<file path="config.mk">
export PLATFORM = sky130hd
export DESIGN_NAME = ssim_ctrl
export DESIGN_NICKNAME = d
export VERILOG_FILES = /design/src/design/ssim_pkg.sv /design/src/design/ssim_ctrl.sv
export SDC_FILE = /design/constraint.sdc
export NUM_CORES = 1
export LEC_CHECK = 0
export ABC_AREA = 1
export BUFFER_PORTS_ARGS = -buffer_cell sky130_fd_sc_hd__buf_2
export CAP_MARGIN = 15
export CORE_MARGIN = 2
export CORE_UTILIZATION = 40
export DETAILED_ROUTE_END_ITERATION = 12
export GPL_TIMING_DRIVEN = 0
export MAX_ROUTING_LAYER = met4
export PLACE_DENSITY = 0.6
export RECOVER_POWER = 50
export REMOVE_ABC_BUFFERS = 1
export SETUP_SLACK_MARGIN = 0.02
export SYNTH_ARGS = -nofsm -noshare
export SYNTH_HDL_FRONTEND = slang
export SYNTH_SLANG_ARGS = --single-unit
</file>
<file path="constraint.sdc">
create_clock -name clk_i -period 1.7 [get_ports clk_i]
set_clock_uncertainty 0.05 [all_clocks]
set_input_delay 0.085 -clock clk_i [delete_from_list [all_inputs] [get_ports clk_i]]
set_output_delay 0.085 -clock clk_i [all_outputs]
set_load 0.01 [all_outputs]
</file>
<file path="src/design/ssim_pkg.sv">
// ssim_pkg: shared types, constants and tables of the SSIM frame comparator
// depends on nothing; used by ssim_ctrl, ssim_dp, ssim_image_compare_top and the bench
package ssim_pkg;

  // window geometry
  localparam int SPAN = 11;
  localparam int MOM  = 5;
  localparam int LAST_VSTEP = SPAN;

  // configuration register indexes
  localparam logic [1:0] CFG_FRAME_WIDTH   = 2'd0;
  localparam logic [1:0] CFG_FRAME_HEIGHT  = 2'd1;
  localparam logic [1:0] CFG_CHANNEL_COUNT = 2'd2;

  // stabilising constants, Q.24
  localparam logic signed [47:0] C1_Q24 = 48'sd109093847;
  localparam logic signed [47:0] C2_Q24 = 48'sd981844623;

  // saturation caps
  localparam logic [22:0] SSIM_CAP  = 23'd16384;
  localparam logic [22:0] PLANE_CAP = 23'd4194304;

  // datapath operations
  typedef enum logic [4:0] {
    OP_NONE, OP_ACCEPT, OP_VSTEP, OP_HLAST, OP_NORM,
    OP_MP11, OP_MP22, OP_MP12, OP_P12, OP_FACT, OP_MNUM, OP_MDEN,
    OP_SDIV, OP_SACC, OP_ADV, OP_PDIV, OP_PACC, OP_FDIV, OP_OUT
  } dp_op_e;

  typedef struct packed {
    dp_op_e     op;
    logic [3:0] step;
  } dp_cmd_t;

  typedef struct packed {
    logic win_valid;
    logic last_col;
    logic last_row;
    logic last_plane;
    logic count_zero;
    logic div_busy;
    logic out_full;
  } dp_stat_t;

  // gaussian taps, sigma 1.5, Q0.16, normalised over the window
  function automatic logic [14:0] tap_coef(input logic [3:0] idx);
    logic [14:0] t;
    case (idx) inside
      4'd0, 4'd10: t = 15'd67;
      4'd1, 4'd9:  t = 15'd498;
      4'd2, 4'd8:  t = 15'd2359;
      4'd3, 4'd7:  t = 15'd7167;
      4'd4, 4'd6:  t = 15'd13960;
      4'd5:        t = 15'd17433;
      default:     t = 15'd0;
    endcase
    return t;
  endfunction

  function automatic logic signed [47:0] clamp_s48(input logic signed [47:0] v,
                                                   input logic signed [47:0] lo,
                                                   input logic signed [47:0] hi);
    logic signed [47:0] r;
    if (v < lo) r = lo;
    else if (v > hi) r = hi;
    else r = v;
    return r;
  endfunction

endpackage

</file>
<file path="src/design/ssim_ctrl.sv">
// ssim_ctrl: sequencer of the SSIM comparator, issues at most one datapath operation a cycle
// depends on ssim_pkg
module ssim_ctrl (
  input  logic               clk_i,
  input  logic               rst_ni,
  input  logic               in_valid_i,
  output logic               in_stall_o,
  input  ssim_pkg::dp_stat_t stat_i,
  output ssim_pkg::dp_cmd_t  cmd_o
);

  typedef enum logic [4:0] {
    S_IDLE, S_READ, S_VSTEP, S_HLAST, S_NORM,
    S_MP11, S_MP22, S_MP12, S_P12, S_FACT, S_MNUM, S_MDEN,
    S_SDIV, S_SWAIT, S_SACC, S_ADV,
    S_PDIV, S_PWAIT, S_PACC, S_FDIV, S_FWAIT, S_OUT
  } state_e;

  state_e     state_q;
  logic [3:0] step_q;
  logic       fend_q;

  // state, step counter and frame end flag
  always_ff @(posedge clk_i or negedge rst_ni) begin
    if (!rst_ni) begin
      state_q <= S_IDLE;
      step_q  <= '0;
      fend_q  <= 1'b0;
    end else begin
      unique case (state_q)
        S_IDLE:  if (in_valid_i) state_q <= S_READ;
        S_READ: begin
          step_q  <= '0;
          state_q <= S_VSTEP;
        end
        S_VSTEP: begin
          if (step_q == 4'(ssim_pkg::LAST_VSTEP)) begin
            state_q <= S_HLAST;
          end else begin
            step_q <= step_q + 4'd1;
          end
        end
        S_HLAST: state_q <= S_NORM;
        S_NORM:  state_q <= stat_i.win_valid ? S_MP11 : S_ADV;
        S_MP11:  state_q <= S_MP22;
        S_MP22:  state_q <= S_MP12;
        S_MP12:  state_q <= S_P12;
        S_P12:   state_q <= S_FACT;
        S_FACT:  state_q <= S_MNUM;
        S_MNUM:  state_q <= S_MDEN;
        S_MDEN:  state_q <= S_SDIV;
        S_SDIV:  state_q <= S_SWAIT;
        S_SWAIT: if (!stat_i.div_busy) state_q <= S_SACC;
        S_SACC:  state_q <= S_ADV;
        S_ADV: begin
          if (stat_i.last_col && stat_i.last_row) begin
            fend_q  <= stat_i.last_plane;
            state_q <= stat_i.count_zero ? S_PACC : S_PDIV;
          end else begin
            state_q <= S_IDLE;
          end
        end
        S_PDIV:  state_q <= S_PWAIT;
        S_PWAIT: if (!stat_i.div_busy) state_q <= S_PACC;
        S_PACC:  state_q <= fend_q ? S_FDIV : S_IDLE;
        S_FDIV:  state_q <= S_FWAIT;
        S_FWAIT: if (!stat_i.div_busy) state_q <= S_OUT;
        S_OUT:   if (!stat_i.out_full) state_q <= S_IDLE;
        default: state_q <= S_IDLE;
      endcase
    end
  end

  // operation for the current state
  always_comb begin
    cmd_o.step = step_q;
    unique case (state_q)
      S_IDLE:  cmd_o.op = in_valid_i ? ssim_pkg::OP_ACCEPT : ssim_pkg::OP_NONE;
      S_VSTEP: cmd_o.op = ssim_pkg::OP_VSTEP;
      S_HLAST: cmd_o.op = ssim_pkg::OP_HLAST;
      S_NORM:  cmd_o.op = ssim_pkg::OP_NORM;
      S_MP11:  cmd_o.op = ssim_pkg::OP_MP11;
      S_MP22:  cmd_o.op = ssim_pkg::OP_MP22;
      S_MP12:  cmd_o.op = ssim_pkg::OP_MP12;
      S_P12:   cmd_o.op = ssim_pkg::OP_P12;
      S_FACT:  cmd_o.op = ssim_pkg::OP_FACT;
      S_MNUM:  cmd_o.op = ssim_pkg::OP_MNUM;
      S_MDEN:  cmd_o.op = ssim_pkg::OP_MDEN;
      S_SDIV:  cmd_o.op = ssim_pkg::OP_SDIV;
      S_SACC:  cmd_o.op = ssim_pkg::OP_SACC;
      S_ADV:   cmd_o.op = ssim_pkg::OP_ADV;
      S_PDIV:  cmd_o.op = ssim_pkg::OP_PDIV;
      S_PACC:  cmd_o.op = ssim_pkg::OP_PACC;
      S_FDIV:  cmd_o.op = ssim_pkg::OP_FDIV;
      S_OUT:   cmd_o.op = stat_i.out_full ? ssim_pkg::OP_NONE : ssim_pkg::OP_OUT;
      default: cmd_o.op = ssim_pkg::OP_NONE;
    endcase
  end

  assign in_stall_o = state_q != S_IDLE;

endmodule

</file>
---- Word-level counts from Yosys, hierarchy flattened ----
Index checks and enable logic that the tools add are counted.
word-level totals
  bits in registers ....................... 10
  output and inout bits ................... 10
  bits of input ports ..................... 10
  word-level logic and storage cells ...... 56
cells by class
  multiplexer cells ....................... 16
  reductions and logical operators ........ 7
  eq/ne operators ......................... 29
  $add $sub $neg .......................... 1
operator list
  cell                   number
  $pmux W5 S22           1
  $pmux W5 S18           1
  $mux W5                9
  $eq A5 B4 Y1 const B   8
  $eq A5 B5 Y1 const B   6
  $eq A5 B3 Y1 const B   4
  $ne A2 B2 Y1 const B   7
  $eq A5 B2 Y1 const B   2
  $mux W4                2
  $pmux W4 S2            1
  $reduce_and A6 Y1      1
  $eq A5 B1 Y1 const B   1
  $logic_not A5 Y1       1
  $reduce_bool A5 Y1     1
  $add A4 B1 Y4 const B  1
  $eq A4 B4 Y1 const B   1
  $reduce_and A2 Y1      2
  $mux W2                1
  $reduce_bool A2 Y1     1
  $logic_and A1 B1 Y1    1
  $mux W1                1

---- Logic depth before layout (Yosys ltp) ----
Gate-level depths: netlist of run 1.
  word-level depth ........................ 3
  gate-level depth with buffers ........... 10
  depth with buffers taken out ............ 9

---- Worst setup path after synthesis of run 1 ----
No wires, ideal clock.
  kind .................................... register to register
  start point ............................. register state_q[0]
  end point ............................... register state_q[1]
  required time ........................... 1.529 ns
  slack ................................... 0.359 ns
  stages on the path, launching flop included .. 10
  arrival ................................. 1.170 ns
  library setup time ...................... 0.121 ns
  path through ............................ dfrtp_1 > buf_6 > nor2_2 > nand3_1 > nand3_2 > nand2_2 > inv_2 > nor2_2 > nand2_1 > nand2_1
between the ends
  word-level cells in the longest chain between the ends .. 3
  elaborated cells between the ends (all ways) .. 30
  classes of those cells .................. 27 x eq/ne; 1 x mux; 2 x reduce/logical
ends and longest elaborated chain
  what                                  line             text
  from (decl)                           ssim_ctrl.sv:19  state_e state_q;
  from (signal assigned)                ssim_ctrl.sv:44  S_NORM: state_q <= stat_i.win_valid ? S_MP11 : S_ADV;
  from (signal assigned)                ssim_ctrl.sv:58  state_q <= stat_i.count_zero ? S_PACC : S_PDIV;
  from (signal assigned)                ssim_ctrl.sv:65  S_PACC: state_q <= fend_q ? S_FDIV : S_IDLE;
  $eq A5 B2 Y1 (tied with other cells)  ssim_ctrl.sv:30  unique case (state_q)
  $ne A2 B2 Y1 (no source line)         n/a
  $reduce_and A6 Y1 (no source line)    n/a
Parallel ways exist; a longest one is shown, timed or not.
A chain may end at the register's enable or synchronous reset.

==> reports/metrics.cfg, run 1 <==
[sta]
fmax_ghz=0.585
slew_headroom_pct=64.7
worstMarginPinSlew_ns=0.529
grt_setup_unrepaired=true
finalMaxSlewViolations=0
fin_crit_sh_pct=100
setup_tns_ns=-0.00810
layout_setup_ws_ns=-0.00810
whs_ns=0.127
hold_viol=0
setup_violations=1
min_period_ns=1.71

[die]
fp.dieArea_sq_um=2750
fp.coreArea_sq_um=2210
start_util_pct=42.4
die_w_um=52.4
fp.dieH_um=52.4
std_cell_rows=17
ios=20

[logic_synthesis]
syn_avg_cell_area_sq_um=6.05
synth_seq_cells=10
synth_commonest_cells=nand2_1 (51), nand3_1 (20), inv_1 (17), nor2_1 (17), dfrtp_1 (10)
yosysMostFrequentCell=nand2_1
ys_seq_area_share_pct=26.7
synthDistinctLibCells=22
async_flop_share_pct=100
syn_inst=155
synth_top_cell_area_share_pct=26.7
synth_area_sq_um=937
synth_edf_count=0
synthFlopType=dfrtp_1
yosys_warnings=0
yosysTopAreaCell=dfrtp_1
synth.area.top_cells=dfrtp_1 (27%), nand2_1 (20%), nand3_1 (11%)

[final_layout]
syn_to_final_growth_pct=36.0
final_util_pct=57.6
diodes=0
final_cell_area_sq_um=1270
drive_gt1_share_pct=37.5
fill_cells=229
final-instance-count-excl-fill=220
nNetsFinal=204

[place]
io_buffers=19
placed_area_sq_um=1040
place_congestion=0.937
place_ws_ns=0.0402
dp_cells=200
dp_hpwl_um=1990

[global_routing]
grt_pass1_wl_um=4670
met3_usage_pct=1.14
grt_pass1_vias=1079
grt_max_degree=11
top_usage_layer=met2
grt_use_total_pct=23.1
grt_overflow=0
grt_util_met2_pct=38.1
globalRouteMet1Util_pct=28.1
antenna_found_initial=0

[setup_path]
endpoint_kind=output pin
start_kind=flip-flop
path_class=reg -> out
path_max_fanout=6
critPathArrivalTime_ns=1.57
cp.required_ns=1.56

[power_and_ir_drop]
power.leakage_nw=0.723
p_sw_mw=1.11
power_per_cell_area_nw_per_um2=1700
p_comb_share_pct=67.1
p_clk_share_pct=9.7
internal_power_mw=1.05
power_mw=2.16
switching_share_pct=51.5
vdd_drop_max_uv=911
p_seq_share_pct=23.2

[clock_tree]
clock_sinks=10
cts_tree=built
clock_path_buffers=2
numCtsBuffers=3
clkTransAtPathRegs_ns=0.07
htreeDepth=1
root_buffer=clkbuf_4
worstSkewPairLatency_ns=0.26

[drt]
drc=0
wl_um=2890
drt_iter0_drc=38
num_vias=1172
viasPerCell=5.33
dr.pass1.iters=4
drt.antenna.violating_nets=0
wl_per_cell_um=13.1

[flow_run]
drv_cap=0

[outcome]
status=finished with violations
violations=setup timing

[min_path]
hold_path.class=in -> reg

==> cell usage in the layout, fill, tap and decap left out <==
cell            n
clkbuf_1        4
dlygate4sd3_1   2
a211oi_2        1
nor2_1         13
nor2_2          6
nor3_1          2
nand4_1         4
o21ai_0         4
nand2_4         1
nand3_1        19
o2111ai_1       1
nand3_2         5
a21oi_1         3
inv_1          13
and3_1          1
nand2_2         8
clkbuf_4        3
buf_4          14
nor3_2          1
clkbuf_8        1
dfrtp_2         5
o22ai_1         1
dfrtp_1         5
nor2_4          5
nand2_1        45
ha_1            1
buf_2          15
o21ai_1         1
o211ai_1        1
inv_2           7
==> metal layers <==
layer / share of wire [%] / routed length (um)
met5: 0 / 0
met4: 3.3 / 96
met3: 5.7 / 166
met2: 49 / 1420
met1: 42 / 1200
==> sequential cells by signal, summed over array words and instances (netlist names) <==
| name | count |
|---|---|
| state_q | 5 |
| step_q | 4 |
| fend_q | 1 |
==> path summary, 6_finish.rpt <==
check | start | slack [ns] | depth (start not counted) | end
worst max-delay path | state_q[2]$_DFFE_PN0P_ | -0.008 | 6 | cmd_o[4]
worst min-delay path | stat_i[1] | 0.13 | 6 | state_q[1]$_DFFE_PN0P_
worst max register to register | state_q[0]$_DFFE_PN0P_ | 0.08 | 9 | state_q[2]$_DFFE_PN0P_
worst min register to register | fend_q$_DFFE_PN0P_ | 0.50 | 2 | fend_q$_DFFE_PN0P_
max in group asynchronous | rst_ni | 0.95 | 2 | state_q[3]$_DFFE_PN0P_
min in group asynchronous | rst_ni | 0.26 | 2 | step_q[2]$_DFFE_PN0P_
==> layout make-up <==
class | count | area [sq um] | area share [%]
clock buffers | 4 | 36.3 | 2.85
inverters | 20 | 75.1 | 5.89
multi-input cells | 123 | 657 | 51.5
flip-flops and latches | 10 | 256 | 20.1
well taps | 28 | 35.0 | 2.75
repair buffers | 35 | 215 | 16.9
==> what timing repair did <==
action	CTS	global route
resized for setup	16	12
setup buffers	11	3
pin swaps	3	3
endpoints found under the hold margin	11	0
cloned	0	0
hold buffers	2	0
endpoints found under the setup margin	4	5
==> logic make-up (layout without fill, tap and decap cells) <==
kind of cell,Yosys count,count (layout),synth area share [%]
simple gates,110,110,53.8
compound gates,12,12,7.48
flops,10,10,26.7
buf+inv,22,59,10.7
fa+ha+maj,1,1,1.33
==> power by group through the flow <==
stage	clock, mW	combinational [mW]	sequential, mW
after floorplan	0	0.823	0.446
after CTS	0.221	1.33	0.481
after detailed placement	0	1.15	0.474
final	0.211	1.45	0.501
after global routing	0.232	1.61	0.515
after global placement	0	1.12	0.468
==> critical path, stage by stage (launching register included) <==
cell and delay [ns]:
dfrtp_2 0.46, inv_2 0.08, nand2_1 0.14, nor2_1 0.11, a211oi_2 0.25, o211ai_1 0.12
buf_2 0.16
Power figures use the tool's default switching activity.
==> run 2: changes to the inputs <==
--- a/constraint.sdc
+++ b/constraint.sdc
@@ -4,2 +4,2 @@
 set_output_delay 0.085 -clock clk_i [all_outputs]
-set_load 0.01 [all_outputs]
+set_load 0.005 [all_outputs]
==> run 2 against run 1 <==
Against the previous run:
- the flow still finishes with violations (setup timing)
- clock power about the same
- combinational power hardly changed
- routed wire length up 3.5%
- die area stayed put
- core utilization is 1.0 points higher
- critical path type unchanged
==> reports/metrics.cfg, run 2 (synthesized netlist as in run 1, its figures left out) <==
[global_routing]
grt_use_total_pct=22.3  ; was 23.1%
grt_pass1_vias=1036  ; was 1079
grt_max_degree=11  ; unchanged
antenna_found_initial=0  ; unchanged
grt_overflow=0  ; unchanged
grt_pass1_wl_um=4510  ; was 4670 um

[place]
placed_area_sq_um=1040  ; unchanged
dp_cells=200  ; unchanged
place_ws_ns=0.0530  ; was 0.0402 ns
io_buffers=19  ; unchanged
dp_hpwl_um=1990  ; unchanged
place_congestion=0.937  ; unchanged

[final_layout]
final_cell_mix=nand2_1 (43), nand3_1 (19), buf_2 (18)  ; was nand2_1 (45), nand3_1 (19), buf_2 (15)
nNetsFinal=204  ; unchanged
drive_gt1_share_pct=40.6  ; was 37.5%
final-instance-count-excl-fill=220  ; unchanged
mostFrequentLayoutCell=nand2_1  ; unchanged
largest_register=state_q  ; unchanged
syn_to_final_growth_pct=38.5  ; was 36.0%
largestRegisters=state_q x5, step_q x4, fend_q x1  ; unchanged
diodes=0  ; unchanged
final_util_pct=58.7  ; was 57.6%
final_cell_area_sq_um=1300  ; was 1270 sq um
largest_reg_flops=5  ; unchanged

[sta]
hold_viol=0  ; unchanged
min_period_ns=1.71  ; about the same
finalMaxSlewViolations=0  ; unchanged
worstMarginPinSlew_ns=0.539  ; was 0.529 ns
layout_setup_ws_ns=-0.00920  ; was -0.00810 ns
fin_crit_sh_pct=101  ; was 100%
slew_headroom_pct=64.1  ; was 64.7%
fmax_ghz=0.585  ; about the same
grt_setup_unrepaired=true  ; unchanged
setup_tns_ns=-0.00920  ; was -0.00810 ns
whs_ns=0.126  ; was 0.127 ns
setup_violations=1  ; unchanged

[flow_run]
drv_cap=0  ; unchanged

[drt]
dr.pass1.iters=4  ; unchanged
wl_per_cell_um=13.6  ; was 13.1 um
wl_um=2990  ; was 2890 um
dr_wl_met2_um=1530  ; was 1420 um
viasPerCell=5.35  ; was 5.33
drt_iter0_drc=35  ; was 38
drt.antenna.violating_nets=0  ; unchanged
wl_met3_um=127  ; was 166 um
num_vias=1177  ; was 1172
drc=0  ; unchanged
met1_length_um=1260  ; was 1200 um
routed.top_layer=met4  ; unchanged

[setup_path]
reg2reg_from=state_q[0]$_DFFE_PN0P_  ; unchanged
slowest_stage=dfrtp_2  ; unchanged
critPathArrivalTime_ns=1.57  ; about the same
start_kind=flip-flop  ; unchanged
cp_top_family=flip-flops  ; unchanged
r2r-end=state_q[2]$_DFFE_PN0P_  ; unchanged
path_class=reg -> out  ; unchanged
endpoint_kind=output pin  ; unchanged
reg2reg_slack_ns=0.13  ; was 0.08 ns
cpPeakStageDelay_ns=0.48  ; was 0.46 ns
path_max_fanout=6  ; unchanged
crit_chain=inv_2 > nand2_1 > nor2_1 > a211oi_2 > o211ai_1 > buf_2  ; unchanged
rr_worst_depth=9  ; unchanged
path_buf_inv=2  ; unchanged
cp.required_ns=1.56  ; about the same

[die]
start_util_pct=42.4  ; unchanged
fp.dieArea_sq_um=2750  ; unchanged
ios=20  ; unchanged
std_cell_rows=17  ; unchanged
fp.dieH_um=52.4  ; unchanged
fp.coreArea_sq_um=2210  ; unchanged
die_w_um=52.4  ; unchanged

[outcome]
violations=setup timing  ; unchanged
status=finished with violations  ; unchanged

[min_path]
min_to=state_q[1]$_DFFE_PN0P_  ; unchanged
hold_path.class=in -> reg  ; unchanged
min-delay-start=stat_i[1]  ; unchanged
hold_path_depth=6  ; unchanged

[clock_tree]
clock_sinks=10  ; unchanged
htreeDepth=1  ; unchanged
clkTransAtPathRegs_ns=0.07  ; about the same
clock_path_buffers=2  ; unchanged
root_buffer=clkbuf_4  ; unchanged
cts_tree=built  ; unchanged
numCtsBuffers=3  ; unchanged
worstSkewPairLatency_ns=0.26  ; about the same

[power_and_ir_drop]
power_mw=2.17  ; was 2.16 mW
power_per_cell_area_nw_per_um2=1670  ; was 1700 nW/um^2
vdd_drop_max_uv=861  ; was 911 uV
power.leakage_nw=0.742  ; was 0.723 nW

-- run 2: layout make-up --
type	instances	area [sq um]
flip-flops and latches	10	256
clock buffers	4	36.3
repair buffers	35	223
multi-input cells	123	672
well taps	28	35.0
inverters	20	75.1
fillers	226	915
-- run 2: what timing repair did --
| action | 4_1_cts | 5_1_grt |
|---|---|---|
| setup endpoints to repair | 4 | 5 |
| gates resized for setup | 11 | 21 |
| pin swaps | 2 | 5 |
| hold endpoints to repair | 11 | 0 |
| hold buffers | 2 | 0 |
| setup buffers | 7 | 7 |
-- run 2: worst reg2reg max path: stages, from the launching register on --
cell	delay (ns)
dfrtp_2	0.48
inv_2	0.07
nor2_1	0.28
nand3_1	0.20
nand3_2	0.12
nand2_2	0.06
inv_2	0.05
nor2_2	0.04
nand2_1	0.05
nand2_1	0.05
-- run 2: how the worst max path moves through the flow --
stage,startpoint,endpoint,slack (ns),cells after the start
2_1_floorplan,state_q[4]$_DFFE_PN0P_,state_q[1]$_DFFE_PN0P_,0.36,8
3_3_place_gp,state_q[4]$_DFFE_PN0P_,state_q[1]$_DFFE_PN0P_,0.02,7
3_5_place_dp,state_q[4]$_DFFE_PN0P_,cmd_o[7],0.05,6
4_1_cts,state_q[0]$_DFFE_PN0P_,cmd_o[4],0.02,7
5_1_grt,state_q[3]$_DFFE_PN0P_,cmd_o[4],-0.06,7
6_report,state_q[2]$_DFFE_PN0P_,cmd_o[4],-0.009,6
-- run 2: power breakdown --
| group | switching [mW] | internal [mW] |
|---|---|---|
| Sequential | 0.169 | 0.340 |
| Clock | 0.0807 | 0.130 |
| Combinational | 0.848 | 0.602 |
| Total | 1.10 | 1.07 |
-- run 2: layer usage --
metal	up-vias	global-route usage, %
met1	545	27.6
met4	0	11.1
met3	11	1.14
li1	579	-
met5	-	-
met2	42	36.9
==> run 3: changes to the inputs <==
- CORE_MARGIN: 2 -> 10
- TNS_END_PERCENT: not set -> 1
==> run 3 against run 2 <==
Against the previous run:
- the flow now finishes without violations
- core utilization up 0.28 points
- count of clock-buffer cells in the layout is 1 lower
- worst setup slack better by 0.036 ns
- worst hold slack better by 0.0094 ns
- combinational power increased by 3%
- highest routed layer unchanged
- sequential power fell by 2%
- clock power fell by 27%
- final area increased by 0.48%
- critical path type unchanged
==> reports/metrics.cfg, run 3 (synthesized netlist as in run 1, its figures left out) <==
[setup_path]
r2r-end=state_q[4]$_DFFE_PN0P_  ; was state_q[2]$_DFFE_PN0P_
rr_worst_depth=9  ; unchanged
crit_path_start=state_q[0]$_DFFE_PN0P_  ; was state_q[2]$_DFFE_PN0P_
path_max_fanout=6  ; unchanged
endpoint_kind=output pin  ; unchanged
start_kind=flip-flop  ; unchanged
cp.required_ns=1.56  ; about the same
reg2reg_slack_ns=0.16  ; was 0.13 ns
reg2reg_from=state_q[0]$_DFFE_PN0P_  ; unchanged
crit_end=cmd_o[6]  ; was cmd_o[4]
path_class=reg -> out  ; unchanged
critPathArrivalTime_ns=1.54  ; was 1.57 ns

[die]
fp.dieArea_sq_um=4680  ; was 2750 sq um
std_cell_rows=17  ; unchanged
start_util_pct=42.4  ; unchanged
die_w_um=68.4  ; was 52.4 um
fp.dieH_um=68.4  ; was 52.4 um
fp.coreArea_sq_um=2210  ; unchanged
ios=20  ; unchanged

[power_and_ir_drop]
power_per_cell_area_nw_per_um2=1640  ; was 1670 nW/um^2
power_mw=2.14  ; was 2.17 mW
power.leakage_nw=0.745  ; was 0.742 nW
vdd_drop_max_uv=749  ; was 861 uV

[global_routing]
grt_pass1_vias=1167  ; was 1036
grt_use_total_pct=13.9  ; was 22.3%
antenna_found_initial=0  ; unchanged
grt_overflow=0  ; unchanged
grt_pass1_wl_um=5020  ; was 4510 um
grt_max_degree=11  ; unchanged

[final_layout]
syn_to_final_growth_pct=39.1  ; was 38.5%
fill_cells=230  ; was 226
nNetsFinal=207  ; was 204
largest_register=state_q  ; unchanged
final_cell_area_sq_um=1300  ; about the same
diodes=0  ; unchanged
largestRegisters=state_q x5, step_q x4, fend_q x1  ; unchanged
final_cell_mix=nand2_1 (42), nand3_1 (19), buf_2 (15), buf_4 (15), inv_1 (14)  ; was nand2_1 (43), nand3_1 (19), buf_2 (18)
drive_gt1_share_pct=39.2  ; was 40.6%
mostFrequentLayoutCell=nand2_1  ; unchanged
largest_reg_flops=5  ; unchanged

[place]
place_ws_ns=0.0384  ; was 0.0530 ns
placed_area_sq_um=1040  ; unchanged
dp_hpwl_um=2080  ; was 1990 um
io_buffers=19  ; unchanged
place_congestion=0.934  ; was 0.937

[sta]
grt_setup_unrepaired=true  ; unchanged
worstMarginPinSlew_ns=0.539  ; about the same
setup_tns_ns=0  ; was -0.00920 ns
whs_ns=0.135  ; was 0.126 ns
setup_violations=0  ; was 1
hold_viol=0  ; unchanged
min_period_ns=1.67  ; was 1.71 ns
slew_headroom_pct=64.0  ; was 64.1%
layout_setup_ws_ns=0.0271  ; was -0.00920 ns
fin_crit_sh_pct=98.4  ; was 101%
fmax_ghz=0.598  ; was 0.585 GHz
finalMaxSlewViolations=0  ; unchanged

[clock_tree]
numCtsBuffers=3  ; unchanged
clock_sinks=10  ; unchanged
htreeDepth=1  ; unchanged
worstSkewPairLatency_ns=0.26  ; about the same
clkTransAtPathRegs_ns=0.06  ; was 0.07 ns
cts_tree=built  ; unchanged
clock_path_buffers=2  ; unchanged
root_buffer=clkbuf_4  ; unchanged

[drt]
viasPerCell=5.36  ; was 5.35
num_vias=1190  ; was 1177
dr.pass1.iters=4  ; unchanged
drt.antenna.violating_nets=0  ; unchanged
drt_iter0_drc=60  ; was 35
drc=0  ; unchanged
wl_um=3070  ; was 2990 um
wl_per_cell_um=13.8  ; was 13.6 um

[flow_run]
drv_cap=0  ; unchanged

[min_path]
min-delay-start=stat_i[1]  ; unchanged
hold_path.class=in -> reg  ; unchanged

[outcome]
status=complete, no violations  ; was finished with violations

==> run 3: changes by cell type in the layout (fill, tap and decap cells not counted), sizes merged <==
cell,change
clkbuf,+1
buf,+1
==> run 3: metal layers <==
metal	wire length, um	vias up	global-route usage, %
met1	1250	550	15.6
met5	0	-	-
li1	-	585	-
met4	81	0	7.54
met2	1520	43	22.8
met3	215	12	2.45
==> run 3: worst min path at each step <==
stage                             end  slack [ns]  cells after the start
6_report       state_q[2]$_DFFE_PN0P_        0.14                      6
5_1_grt        state_q[2]$_DFFE_PN0P_        0.16                      5
4_1_cts        state_q[2]$_DFFE_PN0P_        0.13                      6
3_5_place_dp    step_q[1]$_DFFE_PN0P_       -0.09                      1
3_3_place_gp    step_q[1]$_DFFE_PN0P_       -0.09                      1
2_1_floorplan      fend_q$_DFFE_PN0P_       -0.26                      0
==> run 3: repair_timing <==
item / 4_1_cts / 5_1_grt
hold buffers: 2 / 0
gates resized for setup: 10 / 23
pin swaps: 3 / 4
endpoints found under the setup margin: 4 / 8
buffers inserted: 11 / 6
hold endpoints to repair: 11 / 0
==> run 3: metrics by stage <==
step	util [%]	instances
final	58.9	222
after global routing	58.9	222
after CTS	54.0	216
after detailed placement	47.1	200
after global placement	47.1	200
after floorplan	-	153
==> run 3: worst max-delay path, cell delays in order, from the launching register on <==
cell and delay (ns):
dfrtp_2 0.45, nand2_1 0.15, nor2_2 0.23, nand2_2 0.11
nand2_1 0.13, nor3_1 0.06, nand2_1 0.06, buf_2 0.11
==> run 3: power breakdown <==
part | switching (mW) | internal [mW] | total, mW
Combinational | 0.863 | 0.622 | 1.49
Sequential | 0.157 | 0.340 | 0.497
Clock | 0.0719 | 0.0813 | 0.153
Total | 1.09 | 1.04 | 2.14
==> run 3: layout make-up <==
| class | instances | area (sq um) | area share, % |
|---|---|---|---|
| well taps | 28 | 35.0 | 2.69 |
| repair buffers | 38 | 245 | 18.8 |
| clock buffers | 3 | 22.5 | 1.73 |
| flip-flops and latches | 10 | 256 | 19.7 |
| inverters | 20 | 75.1 | 5.76 |
| multi-input cells | 123 | 669 | 51.3 |
